[config.mk]
export PLATFORM = sky130hd
export DESIGN_NAME = spectrum_bar_level_smoother
export DESIGN_NICKNAME = d
export VERILOG_FILES = /design/src/sbls_pkg.sv /design/src/sbls_target.sv /design/src/sbls_level.sv /design/src/sbls_height.sv /design/src/spectrum_bar_level_smoother.sv
export SDC_FILE = /design/constraint.sdc
export NUM_CORES = 1
export LEC_CHECK = 0
export ABC_AREA = 1
export BUFFER_PORTS_ARGS = -buffer_cell sky130_fd_sc_hd__buf_4
export CAP_MARGIN = 20
export CORE_MARGIN = 10
export CORE_UTILIZATION = 50
export DETAILED_ROUTE_END_ITERATION = 6
export PLACE_DENSITY = 0.73
export SLEW_MARGIN = 20
export SYNTH_ARGS = -nofsm -noshare
export SYNTH_HDL_FRONTEND = slang
export SYNTH_HIERARCHICAL = 1
export SYNTH_SLANG_ARGS = --single-unit
[constraint.sdc]
create_clock -name clock -period 9 [get_ports clock]
set_clock_uncertainty 0.1 [all_clocks]
set_input_delay 0.45 -clock clock [delete_from_list [all_inputs] [get_ports clock]]
set_output_delay 0.45 -clock clock [all_outputs]
set_load 0.05 [all_outputs]
[src/sbls_pkg.sv]
// types, constants and gain table shared by the spectrum bar level smoother
package sbls_pkg;

   localparam int unsigned BIN_W    = 4;
   localparam int unsigned MAG_W    = 8;
   localparam int unsigned GAIN_W   = 8;
   localparam int unsigned PROD_W   = 16;
   localparam int unsigned LEVEL_W  = 7;
   localparam int unsigned HEIGHT_W = 8;

   localparam logic OP_SAMPLE = 1'b0;
   localparam logic OP_IDLE   = 1'b1;

   localparam logic [LEVEL_W-1:0]  IDLE_LEVEL = 7'd6;
   localparam logic [LEVEL_W-1:0]  LEVEL_MAX  = 7'd100;
   localparam logic [LEVEL_W-1:0]  KNEE       = 7'd40;
   localparam logic [HEIGHT_W-1:0] MIN_H      = 8'd8;
   localparam logic [HEIGHT_W-1:0] IDLE_H     = 8'd24;
   localparam logic [HEIGHT_W-1:0] SPAN_H     = 8'd130;

   // reciprocal multipliers, exact over the value ranges seen here
   localparam logic [12:0] DIV100_MUL = 13'd5243;  // >> 19
   localparam logic [7:0]  DIV5_MUL   = 8'd205;    // >> 10
   localparam logic [11:0] DIV7_MUL   = 12'd2341;  // >> 14
   localparam logic [9:0]  DIV11_MUL  = 10'd745;   // >> 13

   typedef enum logic [1:0] {
      KIND_SAMPLE = 2'd0,
      KIND_IDLE   = 2'd1,
      KIND_NONE   = 2'd2
   } kind_type;

   typedef struct packed {
      logic               op;
      logic [BIN_W-1:0]   bin_index;
      logic [MAG_W-1:0]   magnitude;
   } req_type;

   typedef struct packed {
      logic [BIN_W-1:0]    bin_out;
      logic [LEVEL_W-1:0]  level;
      logic [HEIGHT_W-1:0] bar_height;
   } rsp_type;

   typedef struct packed {
      kind_type         kind;
      logic [BIN_W-1:0] bin;
   } tag_type;

   typedef struct packed {
      logic load_prod;
      logic load_scaled;
      logic load_target;
      logic load_level;
      logic load_out;
   } pipe_ctl_type;

   function automatic logic [GAIN_W-1:0] eq_gain(input logic [BIN_W-1:0] bin);
      logic [GAIN_W-1:0] g;
      unique case (bin)
         4'd0:  g = 8'd150;
         4'd1:  g = 8'd145;
         4'd2:  g = 8'd138;
         4'd3:  g = 8'd132;
         4'd4:  g = 8'd126;
         4'd5:  g = 8'd120;
         4'd6:  g = 8'd114;
         4'd7:  g = 8'd108;
         4'd8:  g = 8'd104;
         4'd9:  g = 8'd100;
         4'd10: g = 8'd96;
         4'd11: g = 8'd92;
         4'd12: g = 8'd88;
         4'd13: g = 8'd84;
         4'd14: g = 8'd80;
         4'd15: g = 8'd76;
      endcase
      return g;
   endfunction

endpackage

[src/sbls_target.sv]
// target path: equalizer product, scale by 1/100 with clamp, piecewise boost
module sbls_target #(
   parameter int NUM_BINS = 16
) (
   input  logic                           clock,
   input  sbls_pkg::pipe_ctl_type         ctl,
   input  sbls_pkg::req_type              req_word,
   output sbls_pkg::tag_type              target_tag,
   output logic [sbls_pkg::LEVEL_W-1:0]   target
);

   sbls_pkg::tag_type                    prod_tag_ff, prod_tag_in;
   logic [sbls_pkg::PROD_W-1:0]          prod_ff, prod_in;
   sbls_pkg::tag_type                    scaled_tag_ff;
   logic [sbls_pkg::LEVEL_W-1:0]         scaled_ff, scaled_in;
   sbls_pkg::tag_type                    target_tag_ff;
   logic [sbls_pkg::LEVEL_W-1:0]         target_ff, target_in;

   logic [28:0]                          recip_prod;
   logic [8:0]                           quot;
   logic                                 below_knee;
   logic [8:0]                           boost_num;
   logic [16:0]                          boost_prod;
   logic [7:0]                           boosted;

   // classify the word and form magnitude times gain
   always_comb begin
      prod_tag_in.bin = req_word.bin_index;
      if (req_word.op == sbls_pkg::OP_IDLE) begin
         prod_tag_in.kind = sbls_pkg::KIND_IDLE;
      end else if ({3'b000, req_word.bin_index} < 7'(NUM_BINS)) begin
         prod_tag_in.kind = sbls_pkg::KIND_SAMPLE;
      end else begin
         prod_tag_in.kind = sbls_pkg::KIND_NONE;
      end
      prod_in = 16'(req_word.magnitude) * 16'(sbls_pkg::eq_gain(req_word.bin_index));
   end

   // divide by 100, clamp to full scale
   always_comb begin
      recip_prod = 29'(prod_ff) * 29'(sbls_pkg::DIV100_MUL);
      quot       = recip_prod[27:19];
      if (quot > 9'(sbls_pkg::LEVEL_MAX)) begin
         scaled_in = sbls_pkg::LEVEL_MAX;
      end else begin
         scaled_in = quot[6:0];
      end
   end

   // 9/5 below the knee, knee plus 7/5 of the excess above it
   always_comb begin
      below_knee = scaled_ff < sbls_pkg::KNEE;
      if (below_knee) begin
         boost_num = 9'(scaled_ff) * 9'd9;
      end else begin
         boost_num = 9'(scaled_ff - sbls_pkg::KNEE) * 9'd7;
      end
      boost_prod = 17'(boost_num) * 17'(sbls_pkg::DIV5_MUL);
      if (below_knee) begin
         boosted = {1'b0, boost_prod[16:10]};
      end else begin
         boosted = {1'b0, boost_prod[16:10]} + 8'(sbls_pkg::KNEE);
      end
      if (boosted > 8'(sbls_pkg::LEVEL_MAX)) begin
         target_in = sbls_pkg::LEVEL_MAX;
      end else begin
         target_in = boosted[6:0];
      end
   end

   always_ff @(posedge clock) begin
      if (ctl.load_prod) begin
         prod_tag_ff <= prod_tag_in;
         prod_ff     <= prod_in;
      end
      if (ctl.load_scaled) begin
         scaled_tag_ff <= prod_tag_ff;
         scaled_ff     <= scaled_in;
      end
      if (ctl.load_target) begin
         target_tag_ff <= scaled_tag_ff;
         target_ff     <= target_in;
      end
   end

   assign target_tag = target_tag_ff;
   assign target     = target_ff;

endmodule

[src/sbls_level.sv]
// per-bin level store and asymmetric smoothing toward the target
module sbls_level #(
   parameter int NUM_BINS = 16
) (
   input  logic                           clock,
   input  logic                           reset,
   input  sbls_pkg::pipe_ctl_type         ctl,
   input  sbls_pkg::tag_type              target_tag,
   input  logic [sbls_pkg::LEVEL_W-1:0]   target,
   output sbls_pkg::tag_type              level_tag,
   output logic [sbls_pkg::LEVEL_W-1:0]   level
);

   // only bins a 4-bit index can reach are stored
   localparam int STORE_DEPTH = (NUM_BINS < 16) ? NUM_BINS : 16;
   localparam int IDX_W       = (STORE_DEPTH > 1) ? $clog2(STORE_DEPTH) : 1;

   logic [sbls_pkg::LEVEL_W-1:0] store_ff [STORE_DEPTH];
   sbls_pkg::tag_type            level_tag_ff;
   logic [sbls_pkg::LEVEL_W-1:0] level_ff, level_in;

   logic [IDX_W-1:0]             idx;
   logic [sbls_pkg::LEVEL_W-1:0] cur;
   logic                         rising;
   logic [9:0]                   num;
   logic [16:0]                  rise_prod;
   logic [20:0]                  fall_prod;
   logic [sbls_pkg::LEVEL_W-1:0] smoothed;

   assign idx = target_tag.bin[IDX_W-1:0];

   always_comb begin
      cur    = store_ff[idx];
      rising = target >= cur;
      if (rising) begin
         num = 10'(cur) + {1'b0, target, 2'b00};
      end else begin
         num = 10'(cur) * 10'd6 + 10'(target);
      end
      rise_prod = 17'(num) * 17'(sbls_pkg::DIV5_MUL);
      fall_prod = 21'(num) * 21'(sbls_pkg::DIV7_MUL);
      smoothed  = rising ? rise_prod[16:10] : fall_prod[20:14];
      unique case (target_tag.kind)
         sbls_pkg::KIND_SAMPLE: level_in = smoothed;
         sbls_pkg::KIND_IDLE:   level_in = sbls_pkg::IDLE_LEVEL;
         default:               level_in = '0;
      endcase
   end

   always_ff @(posedge clock) begin
      if (reset) begin
         for (int i = 0; i < STORE_DEPTH; i++) begin
            store_ff[i] <= sbls_pkg::IDLE_LEVEL;
         end
      end else if (ctl.load_level) begin
         if (target_tag.kind == sbls_pkg::KIND_IDLE) begin
            for (int i = 0; i < STORE_DEPTH; i++) begin
               store_ff[i] <= sbls_pkg::IDLE_LEVEL;
            end
         end else if (target_tag.kind == sbls_pkg::KIND_SAMPLE) begin
            store_ff[idx] <= smoothed;
         end
      end
   end

   always_ff @(posedge clock) begin
      if (ctl.load_level) begin
         level_tag_ff <= target_tag;
         level_ff     <= level_in;
      end
   end

   assign level_tag = level_tag_ff;
   assign level     = level_ff;

endmodule

[src/sbls_height.sv]
// bar height from level and the result register
module sbls_height (
   input  logic                           clock,
   input  sbls_pkg::pipe_ctl_type         ctl,
   input  sbls_pkg::tag_type              level_tag,
   input  logic [sbls_pkg::LEVEL_W-1:0]   level,
   output sbls_pkg::rsp_type              rsp_word
);

   sbls_pkg::rsp_type rsp_ff, rsp_in;

   logic [10:0]                   scaled13;
   logic [19:0]                   div_prod;
   logic [sbls_pkg::HEIGHT_W-1:0] height;

   // 8 + level*130/110, done as 13/11
   always_comb begin
      scaled13 = 11'(level) * 11'd13;
      div_prod = 20'(scaled13) * 20'(sbls_pkg::DIV11_MUL);
      height   = sbls_pkg::MIN_H + {1'b0, div_prod[19:13]};
      if (height > sbls_pkg::SPAN_H) begin
         height = sbls_pkg::SPAN_H;
      end
      rsp_in.bin_out = level_tag.bin;
      rsp_in.level   = level;
      unique case (level_tag.kind)
         sbls_pkg::KIND_SAMPLE: rsp_in.bar_height = height;
         sbls_pkg::KIND_IDLE:   rsp_in.bar_height = sbls_pkg::IDLE_H;
         default:               rsp_in.bar_height = '0;
      endcase
   end

   always_ff @(posedge clock) begin
      if (ctl.load_out) begin
         rsp_ff <= rsp_in;
      end
   end

   assign rsp_word = rsp_ff;

endmodule

[src/spectrum_bar_level_smoother.sv]
// spectrum bar level smoother: top level with pipeline flow control
//
//  port group   dir   handshake              word
//  req_         in    req_valid/req_ready    req_data  (op, bin_index, magnitude)
//  rsp_         out   rsp_valid/rsp_ready    rsp_data  (bin_out, level, bar_height)
//
// one word per clock sustained while rsp_ready stays high; rsp_valid rises once a word
// has passed the input register, then product, scale, target, level and result registers.
// the level store is read and written in the level stage only, so back-to-back
// words on the same bin see each other's update with no bubble.
// reset clears all valid bits and sets every bin level to 6.
// each stage moves when the next one is empty or moving, so a stalled result
// lets upstream bubbles close before req_ready drops.
module spectrum_bar_level_smoother #(
   parameter int NUM_BINS = 16
) (
   input  logic                clock,
   input  logic                reset,
   input  logic                req_valid,
   output logic                req_ready,
   input  sbls_pkg::req_type   req_data,
   output logic                rsp_valid,
   input  logic                rsp_ready,
   output sbls_pkg::rsp_type   rsp_data
);

   logic v1_ff, v1_in, v2_ff, v2_in, v3_ff, v3_in;
   logic v4_ff, v4_in, v5_ff, v5_in, vo_ff, vo_in;
   logic adv1, adv2, adv3, adv4, adv5;
   logic accept;

   sbls_pkg::req_type            req_ff;
   sbls_pkg::pipe_ctl_type       ctl;
   sbls_pkg::tag_type            target_tag;
   logic [sbls_pkg::LEVEL_W-1:0] target;
   sbls_pkg::tag_type            level_tag;
   logic [sbls_pkg::LEVEL_W-1:0] level;

   always_comb begin
      adv5      = v5_ff && (!vo_ff || rsp_ready);
      adv4      = v4_ff && (!v5_ff || adv5);
      adv3      = v3_ff && (!v4_ff || adv4);
      adv2      = v2_ff && (!v3_ff || adv3);
      adv1      = v1_ff && (!v2_ff || adv2);
      req_ready = !v1_ff || adv1;
      accept    = req_valid && req_ready;

      v1_in = accept || (v1_ff && !adv1);
      v2_in = adv1   || (v2_ff && !adv2);
      v3_in = adv2   || (v3_ff && !adv3);
      v4_in = adv3   || (v4_ff && !adv4);
      v5_in = adv4   || (v5_ff && !adv5);
      vo_in = adv5   || (vo_ff && !rsp_ready);

      ctl.load_prod   = adv1;
      ctl.load_scaled = adv2;
      ctl.load_target = adv3;
      ctl.load_level  = adv4;
      ctl.load_out    = adv5;
   end

   always_ff @(posedge clock) begin
      if (reset) begin
         v1_ff <= 1'b0;
         v2_ff <= 1'b0;
         v3_ff <= 1'b0;
         v4_ff <= 1'b0;
         v5_ff <= 1'b0;
         vo_ff <= 1'b0;
      end else begin
         v1_ff <= v1_in;
         v2_ff <= v2_in;
         v3_ff <= v3_in;
         v4_ff <= v4_in;
         v5_ff <= v5_in;
         vo_ff <= vo_in;
      end
   end

   always_ff @(posedge clock) begin
      if (accept) begin
         req_ff <= req_data;
      end
   end

   sbls_target #(
      .NUM_BINS (NUM_BINS)
   ) u_target (
      .clock      (clock),
      .ctl        (ctl),
      .req_word   (req_ff),
      .target_tag (target_tag),
      .target     (target)
   );

   sbls_level #(
      .NUM_BINS (NUM_BINS)
   ) u_level (
      .clock      (clock),
      .reset      (reset),
      .ctl        (ctl),
      .target_tag (target_tag),
      .target     (target),
      .level_tag  (level_tag),
      .level      (level)
   );

   sbls_height u_height (
      .clock     (clock),
      .ctl       (ctl),
      .level_tag (level_tag),
      .level     (level),
      .rsp_word  (rsp_data)
   );

   assign rsp_valid = vo_ff;

endmodule

==> flow_results.org <==
** Status
- Status :: completed

** Clocking
- In this run, CTS created clock tree buffers numbering 23.
- After clock tree synthesis, the clock-pin slew on the worst setup and hold paths is roughly 0.060 ns.
- In this run the number of H-tree levels came out at 1.
- Post-CTS timing repair inserted 0 buffers for setup.
- Root buffer selected by CTS :: sky130_fd_sc_hd__clkbuf_16
- Clock latency on the worst-skew pair, taken at its later pin, is between 0.5 and 0.6 ns.
- Maximum root-to-sink buffer count :: 3
- Number of clock sinks seen by CTS :: between 200 and 250
- CTS tree :: yes

** Worst setup path
- Counting cells, the worst reg-to-reg path comes to 35.
- Worst reg2reg endpoint :: u_level/store_ff[11][4]$_SDFFCE_PN0P_
- Crit path from :: u_target/target_tag[0]$_DFFE_PP_
- Together, buffers and inverters on the worst path number 7.
- The critical path is of the reg -> reg type.
- Kind of cell with the highest combined delay on the critical path :: adder cells
- Critical Path AT :: just under 9 ns
- Counting buffers and inverters, the worst setup path is 35 cells deep.
- Max Fanout on Critical Path :: 25
- The setup check on the worst reg-to-reg path leaves a slack of 0.43 ns.
- Master of the slowest instance on the critical path :: sky130_fd_sc_hd__o21ai_2
- STA classifies the critical path endpoint as a register.
- Worst setup path end :: u_level/store_ff[11][4]$_SDFFCE_PN0P_
- STA classifies the critical path startpoint as a register.
- In this design, the critical path's most frequently occurring cell is sky130_fd_sc_hd__nand2_1.
- In this run the critical register-to-register path is launched from u_target/target_tag[0]$_DFFE_PP_.
- STA puts the critical path data required time at 9.13 ns.
- On the worst path, the slowest cell contributes a delay of 0.85 ns.

** Logic synthesis
- The most used flip-flop cell after synthesis is sky130_fd_sc_hd__edfxtp_1.
- Synth Net Count :: 3387
- The cell area that synthesis handed to floorplanning was 0.0244 sq mm.
- Synthesized flop and latch total :: 208
- Async S/R FF share, synth :: 0%
- Total number of yosys warnings :: 6
- Each instance of the synthesized netlist takes up on average between 8 and 9 sq um.
- Counting flops with a built-in enable in the synthesized netlist gives 202.
- Yosys mapped the design onto 62 distinct sky130hd cell types.
- Sequential-to-total area share from yosys stat :: 25.4%
- In the synthesized netlist, the number of instances is 2765.

** Global routing
- The first global-routing pass estimated 96300 um of wire.
- Entering global routing, the biggest net connects 26 pins.
- After global routing the overflow that remains totals 0.
- The via count of the first global-routing pass was ~19000.
- The initial antenna violation count is 0.
- Total routing resource utilization after global routing :: between 20% and 30%

** Floorplan
- After floorplanning, the core was sized to cover 0.0479 sq mm.
- The floorplan step defined a die boundary enclosing 0.0579 sq mm.
- Initial standard-cell utilization of the core :: 50.8%
- For this design the top-level I/O count stands at 38.
- The die is 241 um wide.
- Chip Height :: 241 um
- The initialized floorplan defines 80 standard-cell rows.

** Timing
- Setup repair after global routing left no endpoint under its margin.
- Period utilisation layout :: a little over nine tenths
- Final-layout setup total negative slack :: 0 ns
- At the pin with the least slew margin, the transition time is 1.10 ns.
- Subtracting the final worst setup slack from the clock period gives 8.57 ns.
- Headroom to the max-slew limit came out at 26.7%.
- The max-slew violation total from the final report came to 0.
- Final Hold Vio Count :: 0
- Fmax :: 0.117 GHz
- Setup violations remaining at the end of the flow were counted as 0.

** Drt
- The pre-antenna-repair detailed-routing pass consisted of 5 iterations.
- Dividing the detail-routed via count by the number of cells gives 5.44.
- In this run, the number of DRC markers left after iteration 0 of detailed routing was approximately 1400.
- Routed vias :: around 19000
- In the final routed layout, each cell accounts on average for 16.7 um.
- After detailed routing, the total wire length is 57700 um.
- The count of nets left with antenna violations once routing finished came out at 0.
- Total DRC errors in the routed layout :: 0

** Final layout
- The area growth from synthesis to layout is 7.62%.
- The layout has about 4200 filler cells.
- The post-route netlist has ~7.3% of its cells at a drive strength greater than 1.
- Final net count :: 3449
- Summing all flip-flop and latch instances after layout gives 0.00619 sq mm.
- Final antenna diode count :: 0
- In the final layout, the multi-input gates occupy 0.0159 sq mm.

** Job
- Max-capacitance violation count :: 0

** Min path
- Startpoint of the lowest-slack hold path :: reset
- Tightest Hold Check Type :: in -> reg

** Placed design
- Placed wire-length estimate :: ~48000 um
- During placement, the flow inserted port buffers numbering 37.
- Last weighted congestion value of the routability-driven placer :: just under 1
-- layout by cell type, fill, tap and decap left out, types with 4 or more instances in the layout --
cell type | netlist | layout
sky130_fd_sc_hd__a211oi_1 | 6 | 6
sky130_fd_sc_hd__a21o_1 | 18 | 18
sky130_fd_sc_hd__a21oi_1 | 154 | 153
sky130_fd_sc_hd__a21oi_2 | 35 | 35
sky130_fd_sc_hd__a22oi_1 | 40 | 40
sky130_fd_sc_hd__a31oi_1 | 5 | 4
sky130_fd_sc_hd__and2_1 | 7 | 7
sky130_fd_sc_hd__buf_4 | 7 | 54
sky130_fd_sc_hd__clkbuf_1 | 8 | 7
sky130_fd_sc_hd__clkbuf_16 | 0 | 23
sky130_fd_sc_hd__dfxtp_1 | 6 | 6
sky130_fd_sc_hd__dlygate4sd3_1 | 0 | 13
sky130_fd_sc_hd__edfxtp_1 | 202 | 202
sky130_fd_sc_hd__fa_1 | 190 | 190
sky130_fd_sc_hd__ha_1 | 415 | 415
sky130_fd_sc_hd__inv_1 | 545 | 545
sky130_fd_sc_hd__inv_2 | 12 | 12
sky130_fd_sc_hd__nand2_1 | 527 | 527
sky130_fd_sc_hd__nand2_2 | 22 | 22
sky130_fd_sc_hd__nand3_1 | 106 | 106
sky130_fd_sc_hd__nand3_2 | 14 | 13
sky130_fd_sc_hd__nand3b_1 | 7 | 7
sky130_fd_sc_hd__nand4_1 | 27 | 27
sky130_fd_sc_hd__nor2_1 | 188 | 188
sky130_fd_sc_hd__nor2_2 | 12 | 12
sky130_fd_sc_hd__nor3_1 | 18 | 18
sky130_fd_sc_hd__o21ai_0 | 48 | 48
sky130_fd_sc_hd__o21ai_2 | 5 | 5
sky130_fd_sc_hd__o21bai_1 | 12 | 12
sky130_fd_sc_hd__or2_2 | 5 | 5
sky130_fd_sc_hd__xnor2_1 | 27 | 27
sky130_fd_sc_hd__xor2_1 | 36 | 36
-- cells by family after synthesis --
group,Yosys count,synth area share [%]
AOI/OAI and AO/OA,343,8.73
muxes,1,0.0411
and+or+nand+nor,954,17.1
xor gates and xnor gates,65,2.40
DFF,208,25.4
other,1,0.0154
buffers and inverters,588,9.37
adders and majority gates,605,36.9
-- worst reg2reg max path: cells and delay by family (launching register included) --
family | cells | cell delay [ns]
compound gates | 9 | 2.12
buf+inv | 7 | 0.76
xor+xnor | 1 | 0.14
simple gates | 10 | 1.18
flops | 1 | 0.58
fa+ha+maj | 8 | 3.41
-- cell type report --
cell class	instances	area share [%]
Timing Repair Buffer	67	2.04
Tap cell	615	2.94
Sequential cell	208	23.6
Clock inverter	6	0.320
Clock buffer	32	2.40
Multi-Input combinational cell	1969	60.7
Inverter	558	7.99
-- per-layer routing --
layer | vias to the layer above | share of wire, % | global-route usage, %
li1 | 9134 | - | -
met1 | 9065 | 43 | 26.7
met2 | 507 | 49 | 35.3
met3 | 89 | 5.1 | 2.16
met4 | 0 | 2.4 | 5.27
met5 | - | 0 | 0
-- metrics by stage --
step | cells | hold WS (ns) | worst slack, ns | util, % | cell area, sq um
after floorplan | 2765 | 0.300 | 1.35 | - | 24400
after global placement | 3404 | 0.311 | 0.761 | 52.9 | 25400
after detailed placement | 3404 | 0.308 | 0.532 | 52.9 | 25400
after CTS | 3455 | 0.0599 | 0.506 | 54.6 | 26200
after global routing | 3455 | 0.0707 | 0.0253 | 54.7 | 26200
final | 3455 | 0.0802 | 0.426 | 54.7 | 26200
-- synthesized netlist by cell type, drive strengths merged, types with 28 or more instances --
cell type / number / share of area [%]
a22oi: 40 / 1.2
a21oi: 189 / 4.4
ha: 415 / 21
inv: 557 / 8.6
nand3: 122 / 2.9
fa: 190 / 16
xnor2: 28 / 1.0
xor2: 37 / 1.4
nand4: 28 / 0.78
edfxtp: 202 / 25
nor2: 202 / 3.3
nand2: 551 / 8.8
o21ai: 56 / 1.3
-- how the worst min path moves through the flow --
| stage | cells past startpoint | slack [ns] | end |
|---|---|---|---|
| 6_report | 2 | 0.08 | v1_ff$_SDFF_PP0_ |
| 5_1_grt | 2 | 0.07 | v1_ff$_SDFF_PP0_ |
| 4_1_cts | 2 | 0.06 | v1_ff$_SDFF_PP0_ |
| 3_5_place_dp | 0 | 0.31 | u_target/scaled_tag_ff[0]$_DFFE_PP_ |
| 3_3_place_gp | 0 | 0.31 | u_target/target_tag[3]$_DFFE_PP_ |
| 2_1_floorplan | 0 | 0.30 | u_height/rsp_word[15]$_DFFE_PP_ |
-- registers in the layout (all words and copies together), names as in the netlist --
signal,count
u_height/rsp_word,19
u_target/scaled_ff,7
v2_ff,1
rsp_valid,1
v3_ff,1
v1_ff,1
u_level/store_ff,112
u_level/level,7
u_target/target_tag,5
u_target/prod_tag_ff,5
u_level/level_tag,6
u_target/prod_ff,16
req_ff,13
v4_ff,1
v5_ff,1
u_target/scaled_tag_ff,5
u_target/target,7
-- what timing repair did --
item,4_1_cts,5_1_grt
hold buffers,13,0
resized for setup,0,1
setup endpoints to repair,0,12
hold endpoints to repair,13,0
Power is not shown: default switching activity piles up to over one toggle a cycle in this logic, so the estimate is an artifact.
